--- src/hw/rtl/iorrb_pkg.sv ---
// Shared types and constants for the in-order reply reorder buffer.
// No dependencies; imported by iorrb_ctrl, iorrb_dp and the top level.
`timescale 1ns / 1ps

package iorrb_pkg;

    localparam int IDX_W    = 32;
    localparam int KIND_W   = 3;
    localparam int S_DATA_W = 40;   // reply_index + reply_result, padded to bytes
    localparam int M_DATA_W = 40;   // out_index + out_result, padded to bytes

    localparam logic [KIND_W-1:0] KIND_RELEASED  = 3'd0;
    localparam logic [KIND_W-1:0] KIND_STORED    = 3'd1;
    localparam logic [KIND_W-1:0] KIND_STALE     = 3'd2;
    localparam logic [KIND_W-1:0] KIND_DUPLICATE = 3'd3;
    localparam logic [KIND_W-1:0] KIND_BEYOND    = 3'd4;

    // Commands from controller to datapath
    typedef struct packed {
        logic capture;  // latch the incoming word
        logic eval;     // classify latched word, update state, load output
        logic drain;    // release the buffered entry at head, load output
    } dp_cmd_t;

    // Status from datapath to controller
    typedef struct packed {
        logic in_order; // latched word matches next_expected
        logic more;     // slot after head holds a buffered entry
    } dp_status_t;

endpackage

--- src/hw/rtl/iorrb_ctrl.sv ---
// Controller FSM: accepts one word at a time, sequences evaluate and drain steps.
// Depends on iorrb_pkg; drives iorrb_dp through command/status structs.
`timescale 1ns / 1ps

module iorrb_ctrl
(
    input  logic                  clk,
    input  logic                  rst_n,
    input  logic                  in_valid,
    output logic                  in_ready,
    output logic                  out_valid,
    input  logic                  out_ready,
    output iorrb_pkg::dp_cmd_t    cmd,
    input  iorrb_pkg::dp_status_t status
);
    import iorrb_pkg::*;

    typedef enum logic [1:0] {
        ST_IDLE,
        ST_EVAL,
        ST_DRAIN
    } state_t;

    state_t state_reg;
    state_t state_next;
    logic   out_valid_reg;
    logic   out_valid_next;
    logic   out_free;

    assign out_free  = !out_valid_reg || out_ready;
    assign in_ready  = (state_reg == ST_IDLE);
    assign out_valid = out_valid_reg;

    always_comb
    begin
        cmd.capture    = 1'b0;
        cmd.eval       = 1'b0;
        cmd.drain      = 1'b0;
        state_next     = state_reg;
        out_valid_next = out_ready ? 1'b0 : out_valid_reg;
        case (state_reg)
            ST_IDLE:
            begin
                if (in_valid)
                begin
                    cmd.capture = 1'b1;
                    state_next  = ST_EVAL;
                end
            end
            ST_EVAL:
            begin
                if (out_free)
                begin
                    cmd.eval       = 1'b1;
                    out_valid_next = 1'b1;
                    state_next     = (status.in_order && status.more) ? ST_DRAIN : ST_IDLE;
                end
            end
            ST_DRAIN:
            begin
                if (out_free)
                begin
                    cmd.drain      = 1'b1;
                    out_valid_next = 1'b1;
                    state_next     = status.more ? ST_DRAIN : ST_IDLE;
                end
            end
            default:
            begin
                state_next = ST_IDLE;
            end
        endcase
    end

    always_ff @(posedge clk or negedge rst_n)
    begin
        if (!rst_n)
        begin
            state_reg     <= ST_IDLE;
            out_valid_reg <= 1'b0;
        end
        else
        begin
            state_reg     <= state_next;
            out_valid_reg <= out_valid_next;
        end
    end

endmodule

--- src/hw/rtl/iorrb_dp.sv ---
// Datapath: sequence tracking, slot window, result memory and output word register.
// Depends on iorrb_pkg; commanded by iorrb_ctrl.
`timescale 1ns / 1ps

module iorrb_dp
#(
    parameter int DEPTH = 16
)
(
    input  logic                           clk,
    input  logic                           rst_n,
    input  iorrb_pkg::dp_cmd_t             cmd,
    output iorrb_pkg::dp_status_t          status,
    input  logic [iorrb_pkg::IDX_W-1:0]    in_index,
    input  logic                           in_result,
    output logic [iorrb_pkg::KIND_W-1:0]   kind,
    output logic [iorrb_pkg::IDX_W-1:0]    out_index,
    output logic                           out_result,
    output logic                           last
);
    import iorrb_pkg::*;

    localparam int              PTR_W     = $clog2(DEPTH);
    localparam logic [PTR_W-1:0] LAST_SLOT = PTR_W'(DEPTH - 1);

    // latched input word
    logic [IDX_W-1:0]  in_index_reg;
    logic              in_result_reg;

    // window state
    logic [IDX_W-1:0]  next_expected_reg;
    logic [PTR_W-1:0]  head_reg;
    logic [DEPTH-1:0]  slot_valid_reg;
    logic [DEPTH-1:0]  slot_valid_next;
    logic              slot_mem [DEPTH];
    logic              rd_reg;

    // output word
    logic [KIND_W-1:0] kind_reg;
    logic [IDX_W-1:0]  out_index_reg;
    logic              out_result_reg;
    logic              last_reg;

    logic [IDX_W-1:0]  delta;
    logic              is_zero;
    logic              in_win;
    logic [PTR_W:0]    pos_sum;
    logic [PTR_W-1:0]  pos;
    logic              dup;
    logic              do_store;
    logic              advance;
    logic [PTR_W-1:0]  head_inc;
    logic [PTR_W-1:0]  head_nxt;
    logic              more;
    logic [KIND_W-1:0] eval_kind;

    assign delta   = in_index_reg - next_expected_reg;
    assign is_zero = (delta == '0);
    assign in_win  = (delta < IDX_W'(DEPTH));

    // (head + d) mod DEPTH, d < DEPTH so one conditional subtract
    assign pos_sum = {1'b0, head_reg} + {1'b0, delta[PTR_W-1:0]};
    assign pos     = (pos_sum >= (PTR_W+1)'(DEPTH)) ? PTR_W'(pos_sum - (PTR_W+1)'(DEPTH))
                                                    : pos_sum[PTR_W-1:0];
    assign dup     = slot_valid_reg[pos];

    assign do_store = cmd.eval && in_win && !is_zero && !dup;
    assign advance  = (cmd.eval && is_zero) || cmd.drain;
    assign head_inc = (head_reg == LAST_SLOT) ? '0 : head_reg + 1'b1;
    assign head_nxt = advance ? head_inc : head_reg;
    assign more     = slot_valid_reg[head_inc];

    assign status.in_order = is_zero;
    assign status.more     = more;

    always_comb
    begin
        if (is_zero)
            eval_kind = KIND_RELEASED;
        else if (in_win)
            eval_kind = dup ? KIND_DUPLICATE : KIND_STORED;
        else if (delta[IDX_W-1])
            eval_kind = KIND_STALE;
        else
            eval_kind = KIND_BEYOND;
    end

    always_comb
    begin
        slot_valid_next = slot_valid_reg;
        if (do_store)
            slot_valid_next[pos] = 1'b1;
        if (cmd.drain)
            slot_valid_next[head_reg] = 1'b0;
    end

    always_ff @(posedge clk or negedge rst_n)
    begin
        if (!rst_n)
        begin
            next_expected_reg <= '0;
            head_reg          <= '0;
            slot_valid_reg    <= '0;
        end
        else
        begin
            if (advance)
                next_expected_reg <= next_expected_reg + 1'b1;
            head_reg       <= head_nxt;
            slot_valid_reg <= slot_valid_next;
        end
    end

    // result memory; read data tracks the slot at head
    always_ff @(posedge clk)
    begin
        if (do_store)
            slot_mem[pos] <= in_result_reg;
        rd_reg <= slot_mem[head_nxt];
    end

    always_ff @(posedge clk)
    begin
        if (cmd.capture)
        begin
            in_index_reg  <= in_index;
            in_result_reg <= in_result;
        end
        if (cmd.eval)
        begin
            kind_reg       <= eval_kind;
            out_index_reg  <= in_index_reg;
            out_result_reg <= is_zero ? in_result_reg : 1'b0;
            last_reg       <= is_zero ? !more : 1'b1;
        end
        else if (cmd.drain)
        begin
            kind_reg       <= KIND_RELEASED;
            out_index_reg  <= next_expected_reg;
            out_result_reg <= rd_reg;
            last_reg       <= !more;
        end
    end

    assign kind       = kind_reg;
    assign out_index  = out_index_reg;
    assign out_result = out_result_reg;
    assign last       = last_reg;

endmodule

--- src/hw/rtl/in_order_reply_reorder_buffer_top.sv ---
// The first result word is registered in the EVAL state after the input word is
// latched in IDLE; a busy output holds EVAL. One input word is taken at a time: no
// new word is accepted until it is evaluated and any buffered run is drained.
// Reset (rst_n, async, active low) clears next_expected, head and all slot valid
// bits at once; no clearing pass, the block accepts words right after reset.
`timescale 1ns / 1ps

// Top level: in-order reply reorder buffer.
// Depends on iorrb_pkg, iorrb_ctrl and iorrb_dp.
module in_order_reply_reorder_buffer_top
#(
    parameter int DEPTH = 16    // reorder window in slots, 2..64
)
(
    input  logic                             clk,
    input  logic                             rst_n,
    // input replies
    input  logic                             s_axis_tvalid,
    output logic                             s_axis_tready,
    input  logic [iorrb_pkg::S_DATA_W-1:0]   s_axis_tdata,   // [31:0] reply_index, [32] reply_result
    // released / status words
    output logic                             m_axis_tvalid,
    input  logic                             m_axis_tready,
    output logic [iorrb_pkg::M_DATA_W-1:0]   m_axis_tdata,   // [31:0] out_index, [32] out_result
    output logic [iorrb_pkg::KIND_W-1:0]     m_axis_tuser,   // [2:0] kind
    output logic                             m_axis_tlast    // last word caused by an input word
);
    import iorrb_pkg::*;

    dp_cmd_t           cmd;
    dp_status_t        status;
    logic [IDX_W-1:0]  out_index;
    logic              out_result;

    // Controller: IDLE accepts a word, EVAL classifies it, DRAIN walks the
    // contiguous buffered run behind an in-order release, one word per cycle unless the output stalls.
    iorrb_ctrl u_ctrl
    (
        .clk       (clk),
        .rst_n     (rst_n),
        .in_valid  (s_axis_tvalid),
        .in_ready  (s_axis_tready),
        .out_valid (m_axis_tvalid),
        .out_ready (m_axis_tready),
        .cmd       (cmd),
        .status    (status)
    );

    // Datapath: modular distance to next_expected, slot window, result memory.
    iorrb_dp #(
        .DEPTH (DEPTH)
    ) u_dp
    (
        .clk        (clk),
        .rst_n      (rst_n),
        .cmd        (cmd),
        .status     (status),
        .in_index   (s_axis_tdata[IDX_W-1:0]),
        .in_result  (s_axis_tdata[IDX_W]),
        .kind       (m_axis_tuser),
        .out_index  (out_index),
        .out_result (out_result),
        .last       (m_axis_tlast)
    );

    // pack output word, zero fill to byte boundary
    assign m_axis_tdata = {{(M_DATA_W - IDX_W - 1){1'b0}}, out_result, out_index};

endmodule

--- config.mk ---
export PLATFORM = sky130hd
export DESIGN_NAME = in_order_reply_reorder_buffer_top
export DESIGN_NICKNAME = d
export VERILOG_FILES = /design/src/hw/rtl/iorrb_pkg.sv /design/src/hw/rtl/iorrb_ctrl.sv /design/src/hw/rtl/iorrb_dp.sv /design/src/hw/rtl/in_order_reply_reorder_buffer_top.sv
export SDC_FILE = /design/constraint.sdc
export NUM_CORES = 1
export LEC_CHECK = 0
export BUFFER_PORTS_ARGS = -buffer_cell sky130_fd_sc_hd__buf_2
export CAP_MARGIN = 10
export CORE_MARGIN = 2
export CORE_UTILIZATION = 35
export CTS_CLUSTER_DIAMETER = 200
export DETAILED_ROUTE_END_ITERATION = 16
export PLACE_DENSITY = 0.62
export SLEW_MARGIN = 40
export SYNTH_ARGS = -nofsm -noshare
export SYNTH_HDL_FRONTEND = slang
export SYNTH_SLANG_ARGS = --single-unit
--- constraint.sdc ---
create_clock -name clk -period 7.65 [get_ports clk]
set_input_delay 0.765 -clock clk [delete_from_list [all_inputs] [get_ports clk]]
set_output_delay 0.765 -clock clk [all_outputs]
set_load 0.02 [all_outputs]
# Word-level counts from Yosys, hierarchy flattened
# Memories as Yosys holds them, arrays and structs flattened. A register that Yosys moved wholly into a read port is not among the register bits.
# Cells that the tools add are included.
# totals
reg_bits	125
ramBits	16
out_inout_bits	46
elab_cells	94
memories	1
# mem_list
memory	depth	word_bits	read_ports	rd_ports_with_merged_regs	wr	line	source
u_dp.slot_mem	16	1	1	1	1	iorrb_dp.sv:35	logic slot_mem [DEPTH];
# op_classes
addsub	5
order_cmp	7
n_eq_ne	6
n_mux	43
n_bitwise	3
n_reduce_logical	18
# op_table
cell	count
$mux W32	2
$add A32 B1 Y32 const B	1
$logic_not A32 Y1	1
$lt A32 B5 Y1 const B	1
$mux W16	2
$sub A32 B32 Y32	1
$mux W1	20
$and A16 B16 Y16	1
$not A16 Y16	1
$or A16 B16 Y16	1
$lt A4 B5 Y1 const B	3
$mux W3	5
$mux W2	6
$mux W4	3
$bmux W1 S4	2
$demux W1 S4	2
$ge A4 B1 Y1 const B	2
$logic_and A1 B1 Y1	7
$pmux W2 S3	1
$add A4 B4 Y5	1
$ge A5 B5 Y1 const B	1
$add A4 B1 Y4 const B	1
$eq A4 B4 Y1 const B	1
$logic_not A1 Y1	4
other kinds (10)	12

# Longest topological paths before layout
# Gate-level depths: netlist of run 1.
# logic_depth
word_depth	12
depth_mapped	17
depth_no_buf	17

# Hierarchy
# From an unflattened synthesis of run 1, not the netlist that was laid out.
# unflattened
cells_unflattened	838
area_unflattened_um2	8677.1
# by_module_without_submodules
module	instances	cells_each	area_per_inst_um2	seq_area_each_um2
iorrb_dp	1	806	8368.0	3903.7
iorrb_ctrl	1	23	245.2	75.1
in_order_reply_reorder_buffer_top	1	9	63.8	0.0

# Worst setup path after synthesis of run 1
# No wires, ideal clock.
# synth_timing
path_kind	register -> register
start	register u_dp.next_expected_reg[2]
end	register u_dp.rd_reg, read port of u_dp.slot_mem
setup_ns	0.064
t_arrival_ns	4.852
path_slack_ns	2.734
path_stages_with_launch	18
n_path_buf	2
synth_period_minus_slack_ns	4.916
path_cell_list	dfrtp_1 -> clkbuf_1 -> inv_1 -> ha_1 -> o211ai_1 -> a21o_1 -> nand2_1 -> xor2_1 -> or4_1 -> or4_1 -> nor4_1 -> or4b_4 -> or4_4 -> buf_6 -> a2111o_1 -> a221oi_2 -> a32oi_1 -> nand4_1
# synth_between
elab_chain_len	5
# synth_lines
element	line	source
start, declared	iorrb_dp.sv:31	logic [IDX_W-1:0] next_expected_reg;
start signal, assigned	iorrb_dp.sv:108	next_expected_reg <= next_expected_reg + 1'b1;
$sub A32 B32 Y32	iorrb_dp.sv:57	assign delta = in_index_reg - next_expected_reg;
$logic_not A32 Y1	iorrb_dp.sv:58	assign is_zero = (delta == '0);
$logic_and A1 B1 Y1	iorrb_dp.sv:68	assign advance = (cmd.eval && is_zero) || cmd.drain;
$logic_or A1 B1 Y1	iorrb_dp.sv:68	
$mux W4	iorrb_dp.sv:70	assign head_nxt = advance ? head_inc : head_reg;
end, declared	iorrb_dp.sv:36	logic rd_reg;
# Every way passes these cells.
# A chain may end at the register's enable or synchronous reset.

# Worst setup path in the final report of run 1
# layout_timing
start	register u_dp.next_expected_reg[26]
end	memory u_dp.slot_mem[10] (enable)
# layout_between
elab_chain_len	7
# layout_lines
element	line	source
$sub A32 B32 Y32 (*)	iorrb_dp.sv:57	
$lt A32 B5 Y1 or $logic_not A32 Y1 (tied branches)	iorrb_dp.sv:59, iorrb_dp.sv:58	
$logic_and A1 B1 Y1 or $logic_not A1 Y1 (tied branches)	iorrb_dp.sv:67	assign do_store = cmd.eval && in_win && !is_zero && !dup;
$logic_and A1 B1 Y1 (*) (2 in series)	iorrb_dp.sv:67	
$mux W1 (*)	iorrb_dp.sv:117	if (do_store)
$mux W1 (not written as such) (*)	iorrb_dp.sv:118	slot_mem[pos] <= in_result_reg;
end, declared	iorrb_dp.sv:35	
# Every way passes the cells marked *; elsewhere a longest branch is shown, timed or not.

==> impl_results.md, run 1 <==
- Status: completed
- TritonCTS clock tree: done
- Final ANT Viol Nets: 0
- Final wirelength: 21,240 um
- I/O Buffers: 75
- Crit path to: u_dp.slot_mem[10]
- DRT met1 WL: 9252 um
- Setup TNS: 0 ns
- Crit path cell chain: inv_1, ha_1, a21oi_4, nor2_1, a211oi_1, o22ai_1, or4_1, or4_1, nor4_1, nor4b_1, nand2_1, nor4_1, or3b_2, nor2_1
- Hold_ws: 0.3742 ns
- Critical Path Source: u_dp.next_expected_reg[26]
- Layout cells sized above 1: 0.1586
- Most frequent cells in the layout: 94 x nand2_1, 86 x edfxtp_1, 75 x buf_2
- Worst R2R Path Depth: 14
- Crit path time final: 5.808 ns
- Class of the worst hold path: in -> async
- EDFF count, synth: 86
- Dpl ws: 2.018 ns
- Yosys reg bits: 142
- Placeable core area: 24,110 um^2
- Critical path startpoint category: register
- Vias in the first global route: 6,640
- Residual overflow from global routing: 0
- Initial antenna violation count: 1
- Final Wtd Congestion: 0.8727
- Setup Skew: 0.01455 ns
- Mapped cell area: 8509 um^2
- Clk pin slew, worst setup/hold paths: 0.07 ns
- WL met3: 1047 um
- Antenna diodes: 0
- Iter 0 DRT Violations: 470
- Final-report hold violation count: 0
- Post-Layout Cell Count: 1,238
- Total of warnings raised by yosys: 0
- Num CTS Buffers: 17
- Met2 WL: 10,580 um
- Post-CTS sizing: 0
- Final worst slack: 1.842 ns
- Leak: 3.851 nW
- First-pass GRT wire length: 34,560 um
- CP delay by family, top: simple AND/OR/NAND/NOR gates
- Nets: 990
- DR vias: 6,697
- Die Span Y: 159.9 um
- Crit. path cell count: 14
- Fin crit share: 0.7593
- Arr. time, crit path: 5.93 ns
- Max Cap Viol: 0
- Setup violators final: 0
- Netlist cell types: 77
- Seq/Total Area, Yosys: 0.4676
- Worst ir drop on vdd: 0.1479 mV
- Most common cell after layout, fill and taps aside: nand2_1
- Slew HR: 0.4791
- Filler instances: 2,369
- Clock Latency Late Sink: 0.43 ns
- Fmax: 172.2 MHz
- Critical path's largest stage delay: 0.72 ns
- Initial core utilization: 0.3530
- Critical-path top delay cell: nor4_1
- Rows: 57
- Uppermost layer routed: met5
- Worst slew pin tran: 0.7742 ns
- Vias per Instance: 5.410
- Hold Buf Count CTS: 0
- Io pins: 90
- # DRC: 0
- Avg WL per Cell: 17.16 um
- Global-route usage over all layers: 0.1695
- Reg-to-Reg End: u_dp.slot_mem[10]
- Area growth syn-to-layout: 14.48%
- Crit path kind: reg -> reg
- Drt first pass iters: 6
- Root Driver: clkbuf_16
- TritonCTS Sinks: 142
- Gate Count Post-Synth: 834
- R2r startpoint: u_dp.next_expected_reg[26]
- Worst EP required: 7.77 ns
- # Post-CTS Setup Buffers: 0
- WP buf/inv: 1
- Slew Viols, Final: 0
- H-tree levels: 4
- Highest fanout seen on the critical path: 9
- R2R setup slack: 1.84 ns
- Chip width: 159.9 um
- Largest net degree at the start of global routing: 62
- Top_reg_cell synth: edfxtp_1
- Clk buf depth: 2
- Dpl hpwl: 15,630 um
- Synthesized area per cell: 10.20 um^2
- RSZ-0062 raised after global routing: no
- PwrDens: 262.7 nW/um^2
- Dpl cells: 1,206
- Ys async rst share: 0.3873
- Area of the die: 25,580 um^2
- CP endpoint kind: register
-- worst min-delay path by stage --
stage               slack (ns)                        from                         end
finish                    0.37                       rst_n  u_dp.next_expected_reg[15]
global route              0.45                       rst_n  u_dp.next_expected_reg[15]
CTS                       0.48  u_dp.next_expected_reg[11]  u_dp.next_expected_reg[11]
detailed placement        0.47   u_dp.next_expected_reg[4]   u_dp.next_expected_reg[4]
global placement          0.46  u_dp.next_expected_reg[11]  u_dp.next_expected_reg[11]
floorplan                 0.44  u_dp.next_expected_reg[11]  u_dp.next_expected_reg[11]
-- cell families (layout without fill, tap and decap cells) --
logic type                 after synthesis  count (layout)  synth area share
AOI/OAI and AO/OA                      226             226            0.1809
DFF                                    142             142            0.4676
xor gates and xnor gates                47              47           0.04838
muxes                                   20              20           0.03735
other                                    1               7         0.0004407
adders and majority gates               45              45           0.06793
and+or+nand+nor                        262             262            0.1498
buffers and inverters                   91             165           0.04764
-- area by class of cell --
cell class	instances	area [um^2]	area share
inverters	55	207.7	0.02132
clock inverters	14	145.1	0.01490
multi-input cells	607	4164	0.4274
clock buffers	18	439.2	0.04508
flip-flops and latches	142	3979	0.4084
well taps	324	405.4	0.04161
repair buffers	78	401.6	0.04123
-- routing by layer --
layer,GRT usage,vias up
met4,0.05201,2
met3,0.03558,35
met2,0.2954,221
met1,0.2116,3203
li1,-,3236
met5,0,-
-- where the power goes --
group / internal, mW / total, mW / switching [mW] / leakage, nW
Combinational: 0.218 / 0.709 / 0.491 / 2.08
Sequential: 0.976 / 1.02 / 0.0470 / 1.48
Clock: 0.468 / 0.828 / 0.359 / 0.284
Total: 1.66 / 2.56 / 0.897 / 3.85
-- synthesized netlist by cell type, types with 6 or more instances --
library cell | instances | share of area
a211oi_1 | 6 | 0.0053
a21o_1 | 10 | 0.0088
a21oi_1 | 50 | 0.029
a2bb2oi_1 | 16 | 0.016
a31oi_1 | 7 | 0.0051
and3_1 | 7 | 0.0051
buf_4 | 8 | 0.0071
clkbuf_1 | 17 | 0.0075
dfrtp_1 | 55 | 0.16
edfxtp_1 | 86 | 0.30
ha_1 | 43 | 0.063
inv_1 | 54 | 0.024
mux2i_1 | 7 | 0.0082
mux4_2 | 9 | 0.024
nand2_1 | 94 | 0.041
nand2b_1 | 8 | 0.0059
nand3_1 | 21 | 0.012
nand4_1 | 22 | 0.016
nor2_1 | 51 | 0.022
nor2b_1 | 6 | 0.0044
nor3_1 | 17 | 0.010
nor4_1 | 9 | 0.0066
o211ai_1 | 8 | 0.0071
o21a_1 | 8 | 0.0071
o21ai_0 | 60 | 0.035
xnor2_1 | 39 | 0.040
xor2_1 | 8 | 0.0082
-- per-stage QoR --
stage	total power, mW	instance area [um^2]	utilization
global placement	1.739	9139	0.3791
detailed placement	1.750	9153	0.3797
floorplan	1.535	8532	-
finish	2.559	9742	0.4041
global route	2.694	9742	0.4041
CTS	2.579	9737	0.4039
-- worst register-to-register path, stage by stage, from the launching register on --
cell and delay [ns]:
dfrtp_1 0.36, inv_1 0.08, ha_1 0.44, a21oi_4 0.22, nor2_1 0.06, a211oi_1 0.38, o22ai_1 0.15, or4_1 0.52
or4_1 0.55, nor4_1 0.36, nor4b_1 0.62, nand2_1 0.28, nor4_1 0.72, or3b_2 0.56, nor2_1 0.22
No activity file was read; power rests on OpenSTA's default activity.
==> run 2, diff against run 1 <==
--- a/config.mk
+++ b/config.mk
@@ -11,7 +11,7 @@
 export CORE_UTILIZATION = 35
 export CTS_CLUSTER_DIAMETER = 200
 export DETAILED_ROUTE_END_ITERATION = 16
-export PLACE_DENSITY = 0.62
+export PLACE_DENSITY = 0.64
 export SLEW_MARGIN = 40
 export SYNTH_ARGS = -nofsm -noshare
 export SYNTH_HDL_FRONTEND = slang
==> constraint.sdc (replaced) <==
create_clock -name clk -period 5.02 [get_ports clk]
set_input_delay 0.502 -clock clk [delete_from_list [all_inputs] [get_ports clk]]
set_output_delay 0.502 -clock clk [all_outputs]
set_load 0.02 [all_outputs]
==> impl_results.md, run 2 (synthesis gave the netlist of run 1 again) <==
- Reg power frac: 0.391
- Rows: 57
- Clk pin slew, worst setup/hold paths: 0.07 ns
- Vias per Instance: 5.228
- Io pins: 90
- DR vias: 7,005
- TritonCTS clock tree: done
- Slew Viols, Final: 0
- CP endpoint kind: register
- Slew HR: 0.5721
- Root Driver: clkbuf_16
- Layout cells sized above 1: 0.2490
- Clk buf depth: 2
- Placeable core area: 24,110 um^2
- WP buf/inv: 1
- # Post-CTS Setup Buffers: 0
- Worst ir drop on vdd: 0.2108 mV
- Leak: 4.329 nW
- Setup Skew: 0.01324 ns
- Most frequent cells in the layout: 104 x buf_4, 94 x nand2_1, 86 x edfxtp_1
- Iter 0 DRT Violations: 415
- Avg WL per Cell: 16.95 um
- Chip width: 159.9 um
- Critical path startpoint category: register
- First-pass GRT wire length: 36,730 um
- Fin crit share: 0.9620
- PwrDens: 378.9 nW/um^2
- Status: completed
- Clock Latency Late Sink: 0.44 ns
- # DRC: 0
- Initial core utilization: 0.3530
- Dpl hpwl: 16,990 um
- Logic pwr share: 0.302
- R2r startpoint: u_dp.next_expected_reg[20]
- Highest fanout seen on the critical path: 6
- H-tree levels: 4
- Residual overflow from global routing: 0
- Clk network pwr share: 0.308
- Initial antenna violation count: 1
- Vias in the first global route: 7,113
- Hold_ws: 0.1462 ns
- Antenna diodes: 0
- Area of the die: 25,580 um^2
- Final ANT Viol Nets: 0
- Hold Buf Count CTS: 0
- Crit path time final: 4.829 ns
- Crit path cell chain: inv_1, ha_1, a21oi_2, o21ai_1, a221oi_2, nor2_1, or4_1, or4_1, nor4_2, or4b_4, or4_4, a2111o_1, a221oi_2, a32oi_1, nand4_1
- CP delay by family, top: simple AND/OR/NAND/NOR gates
- Critical Path Source: u_dp.next_expected_reg[20]
- Die Span Y: 159.9 um
- Critical-path top delay cell: or4_4
- R2R setup slack: 0.19 ns
- TritonCTS Sinks: 142
- Global-route usage over all layers: 0.1815
- Setup violators final: 0
- Num CTS Buffers: 17
- Sw Ratio: 0.3476
- Worst slew pin tran: 0.6359 ns
- Largest net degree at the start of global routing: 61
- Final-report hold violation count: 0
- Drt first pass iters: 5
- Fmax: 207.1 MHz
- Post-Layout Cell Count: 1,340
- Area growth syn-to-layout: 23.63%
- Critical path's largest stage delay: 0.58 ns
- Most common cell after layout, fill and taps aside: buf_4
- Nets: 1,092
- P_sw: 1.385 mW
- I/O Buffers: 75
- Dpl cells: 1,308
- Crit path kind: reg -> reg
- Max Cap Viol: 0
- Final Wtd Congestion: 0.9055
- Worst EP required: 5.40 ns
- Class of the worst hold path: in -> async
- RSZ-0062 raised after global routing: yes
- P_int: 2.600 mW
- Setup TNS: 0 ns
- Arr. time, crit path: 5.21 ns
- Final wirelength: 22,710 um
==> run 2: metal layers <==
layer  vias to the layer above  GRT usage  part of all wire
met3                        39    0.03584             0.048
met1                      3358     0.2215              0.43
met5                         -          0           0.00057
met2                       184     0.3186              0.50
met4                         2    0.06675             0.019
li1                       3422          -                 -
==> run 2: power groups by stage <==
stage	Combinational (mW)	Clock (mW)	Sequential, mW
after floorplan	0.637	0	1.70
after global placement	1.17	0	1.58
after detailed placement	1.19	0	1.58
after CTS	1.21	1.24	1.56
after global routing	1.33	1.28	1.57
final	1.20	1.23	1.56
==> run 2: through the flow <==
step	power (mW)	cell area (um^2)	worst slack (ns)	util
finish	3.986	10520	0.1908	0.4364
global route	4.184	10520	-0.03014	0.4364
CTS	4.006	10500	0.03332	0.4355
detailed placement	2.774	9912	-0.05571	0.4112
global placement	2.752	9905	0.01859	0.4109
floorplan	2.339	8532	0.1036	-
==> run 2: repair_timing <==
action | in CTS | in global routing
endpoints found under the hold margin | 0 | 0
cloned | 0 | 0
pin swaps | 1 | 5
endpoints found under the setup margin | 6 | 30
gates resized for setup | 8 | 5
==> run 2: cell type report <==
cell class	count	area [um^2]
repair buffers	180	1167
clock buffers	20	446.7
clock inverters	12	113.9
multi-input cells	607	4202
well taps	324	405.4
flip-flops and latches	142	3979
fillers	2353	13590
inverters	55	206.4
==> run 2: path summary, 6_finish.rpt <==
kind | cells past startpoint | endpoint
min in group clk | 1 | u_dp.in_result_reg
worst max-delay path | 15 | u_dp.rd_reg
worst min-delay path | 2 | u_dp.next_expected_reg[16]
max in group asynchronous | 2 | u_dp.slot_valid_reg[11]
worst max register to register | 15 | u_dp.rd_reg
worst min register to register | 1 | u_dp.next_expected_reg[11]
==> run 3, diff against run 2 <==
--- a/config.mk
+++ b/config.mk
@@ -7,6 +7,7 @@
 export LEC_CHECK = 0
 export BUFFER_PORTS_ARGS = -buffer_cell sky130_fd_sc_hd__buf_2
 export CAP_MARGIN = 10
+export CORE_ASPECT_RATIO = 2
 export CORE_MARGIN = 2
 export CORE_UTILIZATION = 35
 export CTS_CLUSTER_DIAMETER = 200
==> impl_results.md, run 3 (synthesis gave the netlist of run 1 again) <==
- Critical Path Source: u_dp.in_index_reg[5]
- Vias in the first global route: 7,962
- Class of the worst hold path: in -> async
- Arr. time, crit path: 5.29 ns
- Global-route usage over all layers: 0.2108
- Rows: 80
- Final ANT Viol Nets: 0
- Clock Latency Late Sink: 0.45 ns
- Clk buf depth: 2
- DR vias: 7,569
- Vias per Instance: 5.529
- CP delay by family, top: simple AND/OR/NAND/NOR gates
- Io pins: 90
- Critical path startpoint category: register
- Layout cells sized above 1: 0.3207
- Most frequent cells in the layout: 169 x buf_4, 92 x nand2_1, 86 x edfxtp_1
- Status: completed
- Initial antenna violation count: 0
- Final worst slack: 0.1206 ns
- Worst slew pin tran: 0.6822 ns
- Dpl cells: 1,330
- WL met3: 919 um
- PwrDens: 371.7 nW/um^2
- First-pass GRT wire length: 40,080 um
- Largest net degree at the start of global routing: 61
- I/O Buffers: 75
- Drt first pass iters: 5
- Fin crit share: 0.9760
- Chip width: 114.3 um
- Setup TNS: 0 ns
- TritonCTS clock tree: done
- Root Driver: clkbuf_16
- Num CTS Buffers: 17
- Clk pin slew, worst setup/hold paths: 0.06 ns
- Critical path's largest stage delay: 0.61 ns
- H-tree levels: 4
- Uppermost layer routed: met4
- Final-report hold violation count: 0
- Nets: 1,158
- Post-Layout Cell Count: 1,369
- Fmax: 204.1 MHz
- Dpl ws: -0.2765 ns
- Slew Viols, Final: 0
- # DRC: 0
- Antenna diodes: 0
- Hold Buf Count CTS: 0
- Most common cell after layout, fill and taps aside: buf_4
- Hold_ws: 0.1225 ns
- Setup violators final: 0
- Final Wtd Congestion: 0.9600
- Dpl hpwl: 20,170 um
- DRT met1 WL: 8193 um
- Highest fanout seen on the critical path: 7
- Die Span Y: 224.5 um
- Total power: 4.169 mW
- Met2 WL: 14,850 um
- Leak: 4.674 nW
- Filler instances: 2,257
- Slew HR: 0.5452
- Crit path cell chain: ha_1, a21oi_1, nand2_1, o21ai_0, mux2i_1, o2111ai_1, or4_1, nor4_2, buf_4, or4b_4, or4_4, a2111o_1, a221oi_2, a32oi_1, nand4_1
- Avg WL per Cell: 19.22 um
- Worst ir drop on vdd: 0.2391 mV
- Critical-path top delay cell: or4_4
- WP buf/inv: 1
- Residual overflow from global routing: 0
- Iter 0 DRT Violations: 356
- RSZ-0062 raised after global routing: yes
- Area growth syn-to-layout: 31.82%
- Crit path kind: reg -> reg
- CP endpoint kind: register
- TritonCTS Sinks: 142
- Initial core utilization: 0.3557
- Area of the die: 25,650 um^2
- Final wirelength: 26,320 um
- Placeable core area: 23,920 um^2
- Max Cap Viol: 0
- Crit path time final: 4.899 ns
- R2r startpoint: u_dp.in_index_reg[5]
- Worst EP required: 5.41 ns
- Setup Skew: 0.01320 ns
-- run 3: what timing repair did --
item,4_1_cts,5_1_grt
endpoints found under the setup margin,17,53
cloned,0,0
resized for setup,16,36
setup buffers,1,6
pin swaps,7,14
endpoints found under the hold margin,0,0
-- run 3: metrics by stage --
| step | instance area (um^2) | util |
|---|---|---|
| finish | 11220 | 0.4689 |
| global route | 11220 | 0.4689 |
| CTS | 11000 | 0.4598 |
| detailed placement | 10320 | 0.4314 |
| global placement | 10310 | 0.4311 |
| floorplan | 8532 | - |
-- run 3: metal layers --
| layer | vias to the layer above | track usage |
|---|---|---|
| met3 | 126 | 0.03288 |
| met1 | 3600 | 0.1744 |
| met4 | 0 | 0.1979 |
| met5 | - | 0 |
| li1 | 3569 | - |
| met2 | 274 | 0.4042 |
-- run 3: path summary, 6_finish.rpt --
path	endpoint	slack, ns	depth (start not counted)
setup / recovery	u_dp.rd_reg	0.12	15
hold / removal	u_ctrl.out_valid	0.12	2
setup reg to reg	u_dp.rd_reg	0.12	15
hold reg to reg	u_dp.next_expected_reg[29]	0.51	1
max in group asynchronous	u_dp.next_expected_reg[19]	4.46	2
min in group clk	u_dp.in_index_reg[25]	0.22	1
-- run 3: power breakdown --
| group | switching [mW] | internal (mW) |
|---|---|---|
| clock | 0.509 | 0.770 |
| sequential | 0.0715 | 1.49 |
| combinational | 0.850 | 0.481 |
| total | 1.43 | 2.74 |
-- run 3: layout make-up --
cell class | instances | area, um^2 | share of cell area
Tap cell | 287 | 359.1 | 0.03201
Timing Repair Buffer | 246 | 1675 | 0.1494
Clock inverter | 9 | 110.1 | 0.009816
Clock buffer | 23 | 478.0 | 0.04261
Inverter | 55 | 206.4 | 0.01840
Multi-Input combinational cell | 607 | 4409 | 0.3931
Sequential cell | 142 | 3979 | 0.3547
